`src/rtl/multiset_count_table_macros.svh`:
```
// ----------------------------------------------------------------------------
// multiset_count_table_macros
// assertion macros shared by the multiset count table
// ----------------------------------------------------------------------------
`ifndef MULTISET_COUNT_TABLE_MACROS_SVH
`define MULTISET_COUNT_TABLE_MACROS_SVH

// same-cycle implication on clk, disabled in reset
`define MCT_ASSERT_SAME(lbl, ante, cons, msg) \
  lbl: assert property (@(posedge clk) disable iff (!rst_n) (ante) |-> (cons)) \
    else $error(msg);

// next-cycle implication on clk, disabled in reset
`define MCT_ASSERT_NEXT(lbl, ante, cons, msg) \
  lbl: assert property (@(posedge clk) disable iff (!rst_n) (ante) |=> (cons)) \
    else $error(msg);

`endif

```
`src/rtl/mct_pkg.sv`:
```
// ----------------------------------------------------------------------------
// mct_pkg
// types and constants of the multiset count table
// ----------------------------------------------------------------------------
package mct_pkg;

  localparam int DISTINCT_MAX = 64;
  localparam int IDX_W        = $clog2(DISTINCT_MAX);
  localparam int NUM_W        = $clog2(DISTINCT_MAX + 1);
  localparam int VAL_W        = 32;
  localparam int CNT_W        = 16;
  localparam int ENTRY_W      = VAL_W + CNT_W;
  localparam int IN_DATA_W    = 40;
  localparam int OUT_DATA_W   = 48;

  localparam logic [CNT_W-1:0] TOTAL_LIMIT = 16'hFFFF;
  localparam logic [CNT_W-1:0] COUNT_MAX   = 16'hFFFF;

  localparam logic [1:0] CMD_ADD    = 2'd0;
  localparam logic [1:0] CMD_REMOVE = 2'd1;
  localparam logic [1:0] CMD_QUERY  = 2'd2;

  localparam logic [1:0] ST_DONE   = 2'd0;
  localparam logic [1:0] ST_ABSENT = 2'd1;
  localparam logic [1:0] ST_FULL   = 2'd2;

  typedef struct packed {
    logic load;
    logic issue;
    logic take_match;
    logic exec;
    logic shift;
    logic shift_end;
    logic resp;
  } mct_cmd_t;

  typedef struct packed {
    logic match;
    logic more;
    logic pend;
    logic need_shift;
    logic out_free;
  } mct_sts_t;

endpackage

```
`src/rtl/mct_ram.sv`:
```
// ----------------------------------------------------------------------------
// mct_ram
// generic single-write, single-read ram with registered read data
// ----------------------------------------------------------------------------
module mct_ram #(
  parameter int WIDTH = 8,
  parameter int DEPTH = 16
) (
  input  logic                     clk,
  input  logic                     we,
  input  logic [$clog2(DEPTH)-1:0] waddr,
  input  logic [WIDTH-1:0]         wdata,
  input  logic [$clog2(DEPTH)-1:0] raddr,
  output logic [WIDTH-1:0]         rdata
);

  logic [WIDTH-1:0] mem [DEPTH];
  logic [WIDTH-1:0] rdata_r;

  always_ff @(posedge clk) begin
    if (we) begin
      mem[waddr] <= wdata;
    end
    rdata_r <= mem[raddr];
  end

  assign rdata = rdata_r;

endmodule

```
`src/rtl/mct_ctrl.sv`:
```
// ----------------------------------------------------------------------------
// mct_ctrl
// sequencer: accept, table scan, execute, compaction shift, respond
// ----------------------------------------------------------------------------
module mct_ctrl import mct_pkg::*; (
  input  logic     clk,
  input  logic     rst_n,
  input  logic     in_tvalid,
  output logic     in_tready,
  input  mct_sts_t sts,
  output mct_cmd_t cmd
);

  typedef enum logic [4:0] {
    S_IDLE  = 5'b00001,
    S_SCAN  = 5'b00010,
    S_EXEC  = 5'b00100,
    S_SHIFT = 5'b01000,
    S_RESP  = 5'b10000
  } state_t;

  state_t state_r, state_nxt;

  always_comb begin
    state_nxt = state_r;
    cmd       = '0;
    in_tready = 1'b0;
    unique case (state_r)
      S_IDLE: begin
        in_tready = 1'b1;
        if (in_tvalid) begin
          cmd.load  = 1'b1;
          state_nxt = S_SCAN;
        end
      end
      S_SCAN: begin
        if (sts.match) begin
          cmd.take_match = 1'b1;
          state_nxt      = S_EXEC;
        end else if (sts.more) begin
          cmd.issue = 1'b1;
        end else if (!sts.pend) begin
          state_nxt = S_EXEC;
        end
      end
      S_EXEC: begin
        cmd.exec  = 1'b1;
        state_nxt = sts.need_shift ? S_SHIFT : S_RESP;
      end
      S_SHIFT: begin
        cmd.shift = 1'b1;
        cmd.issue = sts.more;
        if (!sts.more && !sts.pend) begin
          cmd.shift_end = 1'b1;
          state_nxt     = S_RESP;
        end
      end
      S_RESP: begin
        if (sts.out_free) begin
          cmd.resp  = 1'b1;
          state_nxt = S_IDLE;
        end
      end
      default: begin
        state_nxt = S_IDLE;
      end
    endcase
  end

  always_ff @(posedge clk) begin
    if (!rst_n) begin
      state_r <= S_IDLE;
    end else begin
      state_r <= state_nxt;
    end
  end

endmodule

```
`src/rtl/mct_datapath.sv`:
```
// ----------------------------------------------------------------------------
// mct_datapath
// table ram, scan compare, counters, command execution and result register
// ----------------------------------------------------------------------------
module mct_datapath import mct_pkg::*; (
  input  logic                  clk,
  input  logic                  rst_n,
  input  logic [IN_DATA_W-1:0]  in_tdata,
  input  mct_cmd_t              cmd,
  output mct_sts_t              sts,
  output logic                  out_tvalid,
  input  logic                  out_tready,
  output logic [OUT_DATA_W-1:0] out_tdata
);

  logic [1:0]       cmd_r, cmd_nxt;
  logic [VAL_W-1:0] val_r, val_nxt;
  logic [NUM_W-1:0] idx_r, idx_nxt;
  logic [IDX_W-1:0] rd_idx_r, rd_idx_nxt;
  logic             rd_vld_r, rd_vld_nxt;
  logic             found_r, found_nxt;
  logic [IDX_W-1:0] slot_r, slot_nxt;
  logic [CNT_W-1:0] cnt_r, cnt_nxt;
  logic [1:0]       status_r, status_nxt;
  logic [NUM_W-1:0] distinct_r, distinct_nxt;
  logic [CNT_W-1:0] total_r, total_nxt;
  logic             out_valid_r, out_valid_nxt;
  logic [OUT_DATA_W-1:0] out_data_r, out_data_nxt;

  logic               ram_we;
  logic [IDX_W-1:0]   ram_waddr;
  logic [ENTRY_W-1:0] ram_wdata;
  logic [ENTRY_W-1:0] ram_rdata;
  logic [NUM_W-1:0]   slot_next;

  mct_ram #(
    .WIDTH (ENTRY_W),
    .DEPTH (DISTINCT_MAX)
  ) u_ram (
    .clk   (clk),
    .we    (ram_we),
    .waddr (ram_waddr),
    .wdata (ram_wdata),
    .raddr (idx_r[IDX_W-1:0]),
    .rdata (ram_rdata)
  );

  assign slot_next = {1'b0, slot_r} + NUM_W'(1);

  always_comb begin
    sts.match      = rd_vld_r && (ram_rdata[ENTRY_W-1:CNT_W] == val_r);
    sts.more       = idx_r < distinct_r;
    sts.pend       = rd_vld_r;
    sts.need_shift = (cmd_r == CMD_REMOVE) && found_r && (cnt_r <= CNT_W'(1));
    sts.out_free   = !out_valid_r || out_tready;
  end

  always_comb begin
    cmd_nxt       = cmd_r;
    val_nxt       = val_r;
    idx_nxt       = idx_r;
    rd_idx_nxt    = rd_idx_r;
    rd_vld_nxt    = cmd.issue;
    found_nxt     = found_r;
    slot_nxt      = slot_r;
    cnt_nxt       = cnt_r;
    status_nxt    = status_r;
    distinct_nxt  = distinct_r;
    total_nxt     = total_r;
    out_valid_nxt = out_valid_r;
    out_data_nxt  = out_data_r;
    ram_we        = 1'b0;
    ram_waddr     = slot_r;
    ram_wdata     = {val_r, cnt_r};

    if (cmd.load) begin
      cmd_nxt    = in_tdata[1:0];
      val_nxt    = in_tdata[33:2];
      idx_nxt    = '0;
      found_nxt  = 1'b0;
      cnt_nxt    = '0;
      status_nxt = ST_DONE;
    end

    if (cmd.issue) begin
      rd_idx_nxt = idx_r[IDX_W-1:0];
      idx_nxt    = idx_r + NUM_W'(1);
    end

    if (cmd.take_match) begin
      found_nxt = 1'b1;
      slot_nxt  = rd_idx_r;
      cnt_nxt   = ram_rdata[CNT_W-1:0];
    end

    if (cmd.exec) begin
      unique case (cmd_r)
        CMD_ADD: begin
          if (total_r >= TOTAL_LIMIT) begin
            status_nxt = ST_FULL;
          end else if (found_r) begin
            if (cnt_r == COUNT_MAX) begin
              status_nxt = ST_FULL;
            end else begin
              ram_we    = 1'b1;
              ram_waddr = slot_r;
              ram_wdata = {val_r, cnt_r + CNT_W'(1)};
              cnt_nxt   = cnt_r + CNT_W'(1);
              total_nxt = total_r + CNT_W'(1);
            end
          end else if (distinct_r >= NUM_W'(DISTINCT_MAX)) begin
            status_nxt = ST_FULL;
          end else begin
            ram_we       = 1'b1;
            ram_waddr    = distinct_r[IDX_W-1:0];
            ram_wdata    = {val_r, CNT_W'(1)};
            distinct_nxt = distinct_r + NUM_W'(1);
            total_nxt    = total_r + CNT_W'(1);
            cnt_nxt      = CNT_W'(1);
            found_nxt    = 1'b1;
          end
        end
        CMD_REMOVE: begin
          if (!found_r) begin
            status_nxt = ST_ABSENT;
          end else begin
            if (total_r != '0) begin
              total_nxt = total_r - CNT_W'(1);
            end
            if (cnt_r <= CNT_W'(1)) begin
              cnt_nxt   = '0;
              found_nxt = 1'b0;
              idx_nxt   = slot_next;
            end else begin
              ram_we    = 1'b1;
              ram_waddr = slot_r;
              ram_wdata = {val_r, cnt_r - CNT_W'(1)};
              cnt_nxt   = cnt_r - CNT_W'(1);
            end
          end
        end
        default: begin
          if (!found_r) begin
            status_nxt = ST_ABSENT;
          end
        end
      endcase
    end

    // compaction: entry read last cycle moves down one place
    if (cmd.shift && rd_vld_r) begin
      ram_we    = 1'b1;
      ram_waddr = rd_idx_r - IDX_W'(1);
      ram_wdata = ram_rdata;
    end

    if (cmd.shift_end) begin
      distinct_nxt = distinct_r - NUM_W'(1);
    end

    if (out_valid_r && out_tready) begin
      out_valid_nxt = 1'b0;
    end
    if (cmd.resp) begin
      out_valid_nxt = 1'b1;
      out_data_nxt  = {6'd0, distinct_r, total_r, cnt_r,
                       found_r && (cnt_r != '0), status_r};
    end
  end

  always_ff @(posedge clk) begin
    if (!rst_n) begin
      rd_vld_r    <= 1'b0;
      distinct_r  <= '0;
      total_r     <= '0;
      out_valid_r <= 1'b0;
    end else begin
      rd_vld_r    <= rd_vld_nxt;
      distinct_r  <= distinct_nxt;
      total_r     <= total_nxt;
      out_valid_r <= out_valid_nxt;
    end
  end

  always_ff @(posedge clk) begin
    cmd_r      <= cmd_nxt;
    val_r      <= val_nxt;
    idx_r      <= idx_nxt;
    rd_idx_r   <= rd_idx_nxt;
    found_r    <= found_nxt;
    slot_r     <= slot_nxt;
    cnt_r      <= cnt_nxt;
    status_r   <= status_nxt;
    out_data_r <= out_data_nxt;
  end

  assign out_tvalid = out_valid_r;
  assign out_tdata  = out_data_r;

endmodule

```
`src/rtl/multiset_count_table.sv`:
```
// ----------------------------------------------------------------------------
// multiset_count_table
// latency from accept to result grows with the matching slot on a match, or with n
//   when absent, n = distinct values; freeing an entry adds a shift of each later entry
// one command at a time: the next command is taken in the cycle after its result is
//   registered; a stalled result holds the following one back
// reset clears the counters and control; the table needs no clearing
// ----------------------------------------------------------------------------
`include "multiset_count_table_macros.svh"

module multiset_count_table import mct_pkg::*; (
  input  logic                  clk,
  input  logic                  rst_n,
  input  logic                  in_tvalid,
  output logic                  in_tready,
  // command[1:0], value[33:2], zero fill
  input  logic [IN_DATA_W-1:0]  in_tdata,
  output logic                  out_tvalid,
  input  logic                  out_tready,
  // status[1:0], present[2], copies[18:3], total_copies[34:19],
  // distinct_used[41:35], zero fill
  output logic [OUT_DATA_W-1:0] out_tdata
);

  mct_cmd_t cmd;
  mct_sts_t sts;

  logic             out_present;
  logic [CNT_W-1:0] out_copies;
  logic [NUM_W-1:0] out_distinct;

  mct_ctrl u_ctrl (
    .clk       (clk),
    .rst_n     (rst_n),
    .in_tvalid (in_tvalid),
    .in_tready (in_tready),
    .sts       (sts),
    .cmd       (cmd)
  );

  mct_datapath u_dp (
    .clk        (clk),
    .rst_n      (rst_n),
    .in_tdata   (in_tdata),
    .cmd        (cmd),
    .sts        (sts),
    .out_tvalid (out_tvalid),
    .out_tready (out_tready),
    .out_tdata  (out_tdata)
  );

  assign out_present  = out_tdata[2];
  assign out_copies   = out_tdata[18:3];
  assign out_distinct = out_tdata[41:35];

  `MCT_ASSERT_NEXT(a_busy_after_accept, in_tvalid && in_tready, !in_tready, "taken while busy")
  `MCT_ASSERT_SAME(a_resp_needs_room, cmd.resp, sts.out_free, "result overwritten")
  `MCT_ASSERT_SAME(a_distinct_max, out_tvalid, out_distinct <= 7'(DISTINCT_MAX), "overflow")
  `MCT_ASSERT_SAME(a_present_copies, out_tvalid && out_present, out_copies != '0, "zero copies")

endmodule
```
`config.mk`:
```
export PLATFORM = sky130hd
export DESIGN_NAME = multiset_count_table
export DESIGN_NICKNAME = d
export VERILOG_FILES = /design/src/rtl/mct_pkg.sv /design/src/rtl/mct_ram.sv /design/src/rtl/mct_ctrl.sv /design/src/rtl/mct_datapath.sv /design/src/rtl/multiset_count_table.sv
export VERILOG_INCLUDE_DIRS = /design/src /design/src/rtl
export SDC_FILE = /design/constraint.sdc
export NUM_CORES = 2
export LEC_CHECK = 0
export BUFFER_PORTS_ARGS = -buffer_cell sky130_fd_sc_hd__buf_2
export CORE_MARGIN = 4
export CORE_UTILIZATION = 55
export DETAILED_ROUTE_END_ITERATION = 8
export GPL_TIMING_DRIVEN = 1
export PLACE_DENSITY = 0.71
export SLEW_MARGIN = 20
export SYNTH_ARGS = -nofsm -noshare
export SYNTH_HDL_FRONTEND = slang
export SYNTH_HIERARCHICAL = 1
export SYNTH_SLANG_ARGS = --single-unit
```
`constraint.sdc`:
```
create_clock -name clk -period 11.88 [get_ports clk]
set_clock_uncertainty 0.1 [all_clocks]
set_input_delay 0 -clock clk [delete_from_list [all_inputs] [get_ports clk]]
set_output_delay 0 -clock clk [all_outputs]
set_load 0.01 [all_outputs]
```
Word level (Yosys, flattened, before mapping)
Memories as Yosys holds them, arrays and structs flattened. A register that Yosys moved wholly into a read port is not among the register bits.
Index checks and enable logic that the tools add are counted.
{"block": "totals", "n_memories": 1, "elab_cells": 165, "regBits": 144, "ramBits": 3072, "inputBits": 44, "output_inout_bits": 50}
{"block": "classes", "n_mux": 95, "add_sub_neg": 9, "reduce_logical": 21, "magnitude_cmp": 4, "eq_ne": 21}
{"memory": "u_dp.u_ram.mem", "words": 64, "width": 48, "read_ports": 1, "rd_clocked_by_memory_dff": 1, "wr": 1, "line_no": "mct_ram.sv:17", "text": "logic [WIDTH-1:0] mem [DEPTH];"}
{"operator": "two-way mux 16 bit", "count": 22}
{"operator": "one-hot mux 16 bit (2 select lines)", "count": 3}
{"operator": "two-way mux 7 bit", "count": 12}
{"operator": "two-way mux 48 bit", "count": 1}
{"operator": "two-way mux 6 bit", "count": 6}
{"operator": "two-way mux 5 bit", "count": 7}
{"operator": "adder 16 x 1 -> 16 bit (second input constant)", "count": 2}
{"operator": "== test 32 bit", "count": 1}
{"operator": "nonzero test 16 bit", "count": 2}
{"operator": "subtractor 16 x 1 -> 16 bit (second input constant)", "count": 2}
{"operator": "two-way mux 1 bit", "count": 31}
{"operator": "one-hot mux 5 bit (5 select lines)", "count": 1}
{"operator": "two-way mux 2 bit", "count": 9}
{"operator": "== test 16 bit (second input constant)", "count": 1}
{"operator": ">= comparator 16 bit (second input constant)", "count": 1}
{"operator": "<= comparator 16 x 1 -> 1 bit (second input constant)", "count": 1}
{"operator": "adder 7 x 1 -> 7 bit (second input constant)", "count": 2}
{"operator": "!= test 2 bit (second input constant)", "count": 7}
{"operator": "AND reduction 5 bit", "count": 2}
{"operator": "!= test 3 bit (second input constant)", "count": 3}
{"operator": "nonzero test 2 bit", "count": 4}
{"operator": "adder 6 x 1 -> 7 bit (second input constant)", "count": 1}
{"operator": ">= comparator 7 bit (second input constant)", "count": 1}
{"operator": "logical AND 1 bit", "count": 7}
{"operator": "other kinds (16)", "count": 21}

Depth between registers and ports, before layout
{"block": "logic_depth", "ltp_word": 10, "mapped_depth": 18, "depth_no_buf": 18}

Modules after synthesis
Netlist, hierarchy kept.
{"module": "mct_ram", "area_each_um2": 117134.8, "cells_per_inst": 4969, "n_inst": 1, "seq_area_each_um2": 93209.4}
{"module": "mct_datapath", "area_each_um2": 8911.0, "cells_per_inst": 1018, "n_inst": 1, "seq_area_each_um2": 3663.5}
{"module": "mct_ctrl", "area_each_um2": 416.6, "cells_per_inst": 51, "n_inst": 1, "seq_area_each_um2": 100.1}

Worst setup path after synthesis
Ideal clock, no wire load.
{"block": "synth_path", "path_type": "register to register", "from": "register u_dp.total_r[10]", "to": "memory u_dp/u_ram/mem[32][0] in the netlist's numbering, enable pin", "setup_time_ps": 513, "synth_period_minus_slack_ps": 6408, "path_slack_ps": 5472, "n_path_buf": 1, "arrival_ps": 5795, "path_stages_with_launch": 11, "required_time_ps": 11267, "path_cell_list": "dfxtp_1 -> nand4_1 -> nor4_2 -> nor2_1 -> nand3_1 -> buf_2 -> mux2_2 -> nand2_1 -> o21ai_0 -> nand4b_1 -> nor3_1"}
{"block": "synth_via", "elab_cells_between_ends": 11, "cone_classes": "1 x order compare; 10 x mux"}
{"item": "from (decl)", "line_no": "mct_datapath.sv:26", "text": "logic [CNT_W-1:0] total_r, total_nxt;"}
{"item": "from (signal assigned)", "line_no": "mct_datapath.sv:180", "text": "total_r <= total_nxt;"}
{"item": ">= comparator 16 bit", "line_no": "mct_datapath.sv:99", "text": "if (total_r >= TOTAL_LIMIT) begin"}
{"item": "two-way mux 6 bit", "line_no": "mct_datapath.sv:99"}
{"item": "two-way mux 6 bit"}
{"item": "two-way mux 6 bit", "line_no": "mct_datapath.sv:96", "text": "if (cmd.exec) begin"}
{"item": "two-way mux 6 bit", "line_no": "mct_datapath.sv:151", "text": "if (cmd.shift && rd_vld_r) begin"}
{"item": "named net u_dp.ram_waddr[1]", "line_no": "mct_datapath.sv:31", "text": "logic [IDX_W-1:0] ram_waddr;"}
{"item": "to (decl)", "line_no": "mct_ram.sv:17"}
The timed path passes the listed nets, and every way through them passes these cells.

Worst setup path in the final report
{"block": "layout_path", "from": "register u_dp.total_r[12]", "to": "memory u_dp/u_ram/mem[63][9] in the netlist's numbering, enable pin"}
Same word-level chain as after synthesis.

==> impl_metrics.tcl <==
set metrics [dict create \
    required_ns 12.32 \
    worst_pin_slew_ns 1.20 \
    crit_family "simple AND/OR/NAND/NOR gates" \
    crit_fanout 28 \
    fp.dieH_um 488 \
    cts_tree "built" \
    cp_common_cell "nand4_1" \
    end_kind "flop" \
    drc_errors 0 \
    tns_ns 0 \
    cts_max_level 5 \
    final-seq-area_um2 97000 \
    n_fill_cell 15193 \
    syn_inst 6038 \
    fin_crit_sh 0.573 \
    pin_count 94 \
    antenna_found_initial 6 \
    synth_fa_ha_area_frac 0.00358 \
    yosysWarnings 6 \
    yosysUniqueCellTypes 91 \
    firstDrtPassIters 7 \
    ys_async_sr_fraction 0 \
    max_cap_violations 0 \
    post_drt_wl_per_cell_um 34.8 \
    cts_root_buf "clkbuf_16" \
    ys_seq_elements 3264 \
    port_buffers 81 \
    vias 65792 \
    synth_area_um2 126000 \
    drt-total-wl_mm 336 \
    clkTransAtPathRegs_ns 0.06 \
    min_period_ns 6.81 \
    synth_edf_count 3160 \
    multi_input_area_um2 28300 \
    insertion_delay_ns 0.94 \
    setup_violations 0 \
    final_cell_mix "3160 x edfxtp_1, 754 x mux4_2, 339 x clkbuf_16, 224 x nand2_1, 200 x buf_4" \
    status "completed" \
    pwr_density_cell_nw_per_um2 165 \
    start_util 0.554 \
    grt_pass1_vias 64692 \
    grt_max_degree 110 \
    grt_use_total 0.284 \
    drive_gt1_frac 0.252 \
    ir_drop_mv 0.185 \
    path_cells "nand4_1 > nor4_2 > nor2_1 > nand3_1 > a21oi_1 > o21ai_1 > nand4_1 > nor2_4 > buf_4" \
    place_hpwl_mm 181 \
    synthFlopType "edfxtp_1" \
    synth_mux_area_frac 0.142 \
    clk_path_buf_depth 4 \
    cts.repair.resized 0 \
    ys_seq_area_frac 0.767 \
    total_power_mw 23.5 \
    post-cts-setup-buffers 0 \
    synth_simple_gate_area_share 0.0254 \
    cts_made_buffers 331 \
    hold_violations 0 \
    ant_nets 0 \
    synth_compound_area_frac 0.0416 \
    leakage_nw 43.9 \
    synth_top_family_by_area "multiplexers" \
    design.core.area_um2 228000 \
    crit_type "reg2reg" \
    hold_class "in2reg" \
    nets 6479 \
    layout_commonest_cell "edfxtp_1" \
    syn2layout_area_growth_pct 12.9 \
    max_freq_mhz 147 \
    grt_overflow 0 \
    fp.dieW_um 488 \
    maxSlewHeadroom 0.203 \
    grt_pass1_wl_mm 479 \
    syn_area_per_cell_um2 20.9 \
    synthXorXnorAreaFrac 0.00513 \
    holdWs_ns 0.193 \
    num_rows 175 \
    slowest_stage "nor2_4" \
    path_buf_inv 1 \
    max_stage_delay_ns 1.18 \
    slew_violations 0 \
    critPathLaunchType "flop" \
    cts.sinks 3264 \
    crit_arrival_ns 7.24 \
    globalplace.congestion 0.888 \
    rsz0062_at_grt "false" \
    die_area_um2 238000 \
    viasPerCell 6.81 \
    drt_iter0_drc 9627 \
]
==> power breakdown <==
group,internal (mW),leakage (nW),total [mW],switching (mW)
combinational,0.118,9.21,0.508,0.389
sequential,12.7,29.5,12.8,0.0404
clock,5.99,5.17,10.2,4.21
==> worst reg2reg max path: cells and delay by family (launching register included) <==
family          cells  cell delay [ns]
simple gates        6             4.28
compound gates      2             0.90
flops               1             0.41
buf+inv             1             0.69
==> through the flow <==
step / setup slack (ns) / cells / instance area [µm²] / utilization
after global routing: 4.86 / 9663 / 143000 / 0.626
after floorplan: 5.47 / 6043 / 126000 / -
after CTS: 5.24 / 9659 / 143000 / 0.625
after global placement: 4.91 / 8997 / 131000 / 0.575
final: 5.07 / 9664 / 143000 / 0.626
after detailed placement: 5.27 / 8998 / 131000 / 0.575
==> routing by layer <==
layer | global-route usage | vias up | routed length, µm
li1 | - | 26097 | -
met1 | 0.404 | 34655 | 123000
met2 | 0.440 | 4322 | 159000
met3 | 0.0623 | 716 | 40600
met4 | 0.106 | 2 | 14200
met5 | 0 | - | 8
==> synth_stat cells (10+ instances only) <==
library cell / instances / area [µm²]
nand3_1: 33 / 165
nand2b_1: 24 / 150
o21ai_0: 44 / 220
a22o_1: 57 / 499
xnor2_1: 57 / 499
nand2_1: 231 / 867
buf_1: 15 / 56.3
nor2_1: 228 / 856
and3_1: 10 / 62.6
nor3_1: 21 / 105
a22oi_1: 82 / 616
o221ai_1: 34 / 298
nor3b_1: 15 / 113
buf_6: 16 / 180
a311oi_1: 12 / 105
nand4_1: 21 / 131
buf_2: 104 / 521
a221oi_1: 92 / 806
mux2_2: 18 / 203
a211oi_1: 44 / 330
buf_4: 68 / 510
xor2_1: 17 / 149
nor2b_1: 32 / 200
a21o_1: 13 / 97.6
clkbuf_1: 136 / 510
dfxtp_1: 104 / 2080
ha_1: 33 / 413
edfxtp_1: 3160 / 94900
inv_1: 31 / 116
mux4_2: 754 / 17000
nor4_1: 12 / 75.1
a21oi_1: 149 / 746
o22ai_1: 135 / 845
mux2i_1: 77 / 771
==> path summary, 6_finish.rpt <==
path / endpoint / cells past startpoint / startpoint / slack, ns
worst max-delay path: u_dp/u_ram/mem[63][9] / 9 / u_dp/total_r[12] / 5.07
worst min-delay path: u_dp/val_r[11] / 3 / in_tdata[13] / 0.19
worst min register to register: u_dp/out_tdata[0] / 0 / u_dp/status_r[0] / 0.36
worst max register to register: u_dp/u_ram/mem[63][9] / 9 / u_dp/total_r[12] / 5.07
==> area by class of cell <==
type | count | area share
antenna | 3 | 0.0000526
clock buffer | 450 | 0.0643
clock inverter | 135 | 0.00974
inverter | 34 | 0.000912
multi-input combinational | 2399 | 0.198
sequential | 3264 | 0.680
tap | 3009 | 0.0264
timing repair buffer | 370 | 0.0206
==> logic make-up after synthesis <==
family,count (synthesis)
AOI/OAI and AO/OA,747
xor gates and xnor gates,74
adders and majority gates,35
buffers and inverters,380
DFF,3264
muxes,849
other,1
and+or+nand+nor,688
==> repair_timing <==
item                                    in CTS  in global routing
endpoints found under the hold margin      121                  0
endpoints found under the setup margin       0                  0
hold buffers                                76                  0
==> flip-flops by register name (all words and copies together), names as in the netlist <==
| name | count |
|---|---|
| u_dp/distinct_r | 7 |
| u_dp/val_r | 32 |
| u_ctrl/state_r | 5 |
| u_dp/idx_r | 7 |
| u_dp/cmd_r | 2 |
| u_dp/found_r | 1 |
| u_dp/u_ram/mem | 3072 |
| u_dp/rd_vld_r | 1 |
| u_dp/u_ram/rdata | 48 |
| u_dp/status_r | 2 |
| u_dp/slot_r | 6 |
| u_dp/out_tvalid | 1 |
| u_dp/out_tdata | 42 |
| u_dp/rd_idx_r | 6 |
| u_dp/cnt_r | 16 |
| u_dp/total_r | 16 |
(Power assumes the default switching activity.)
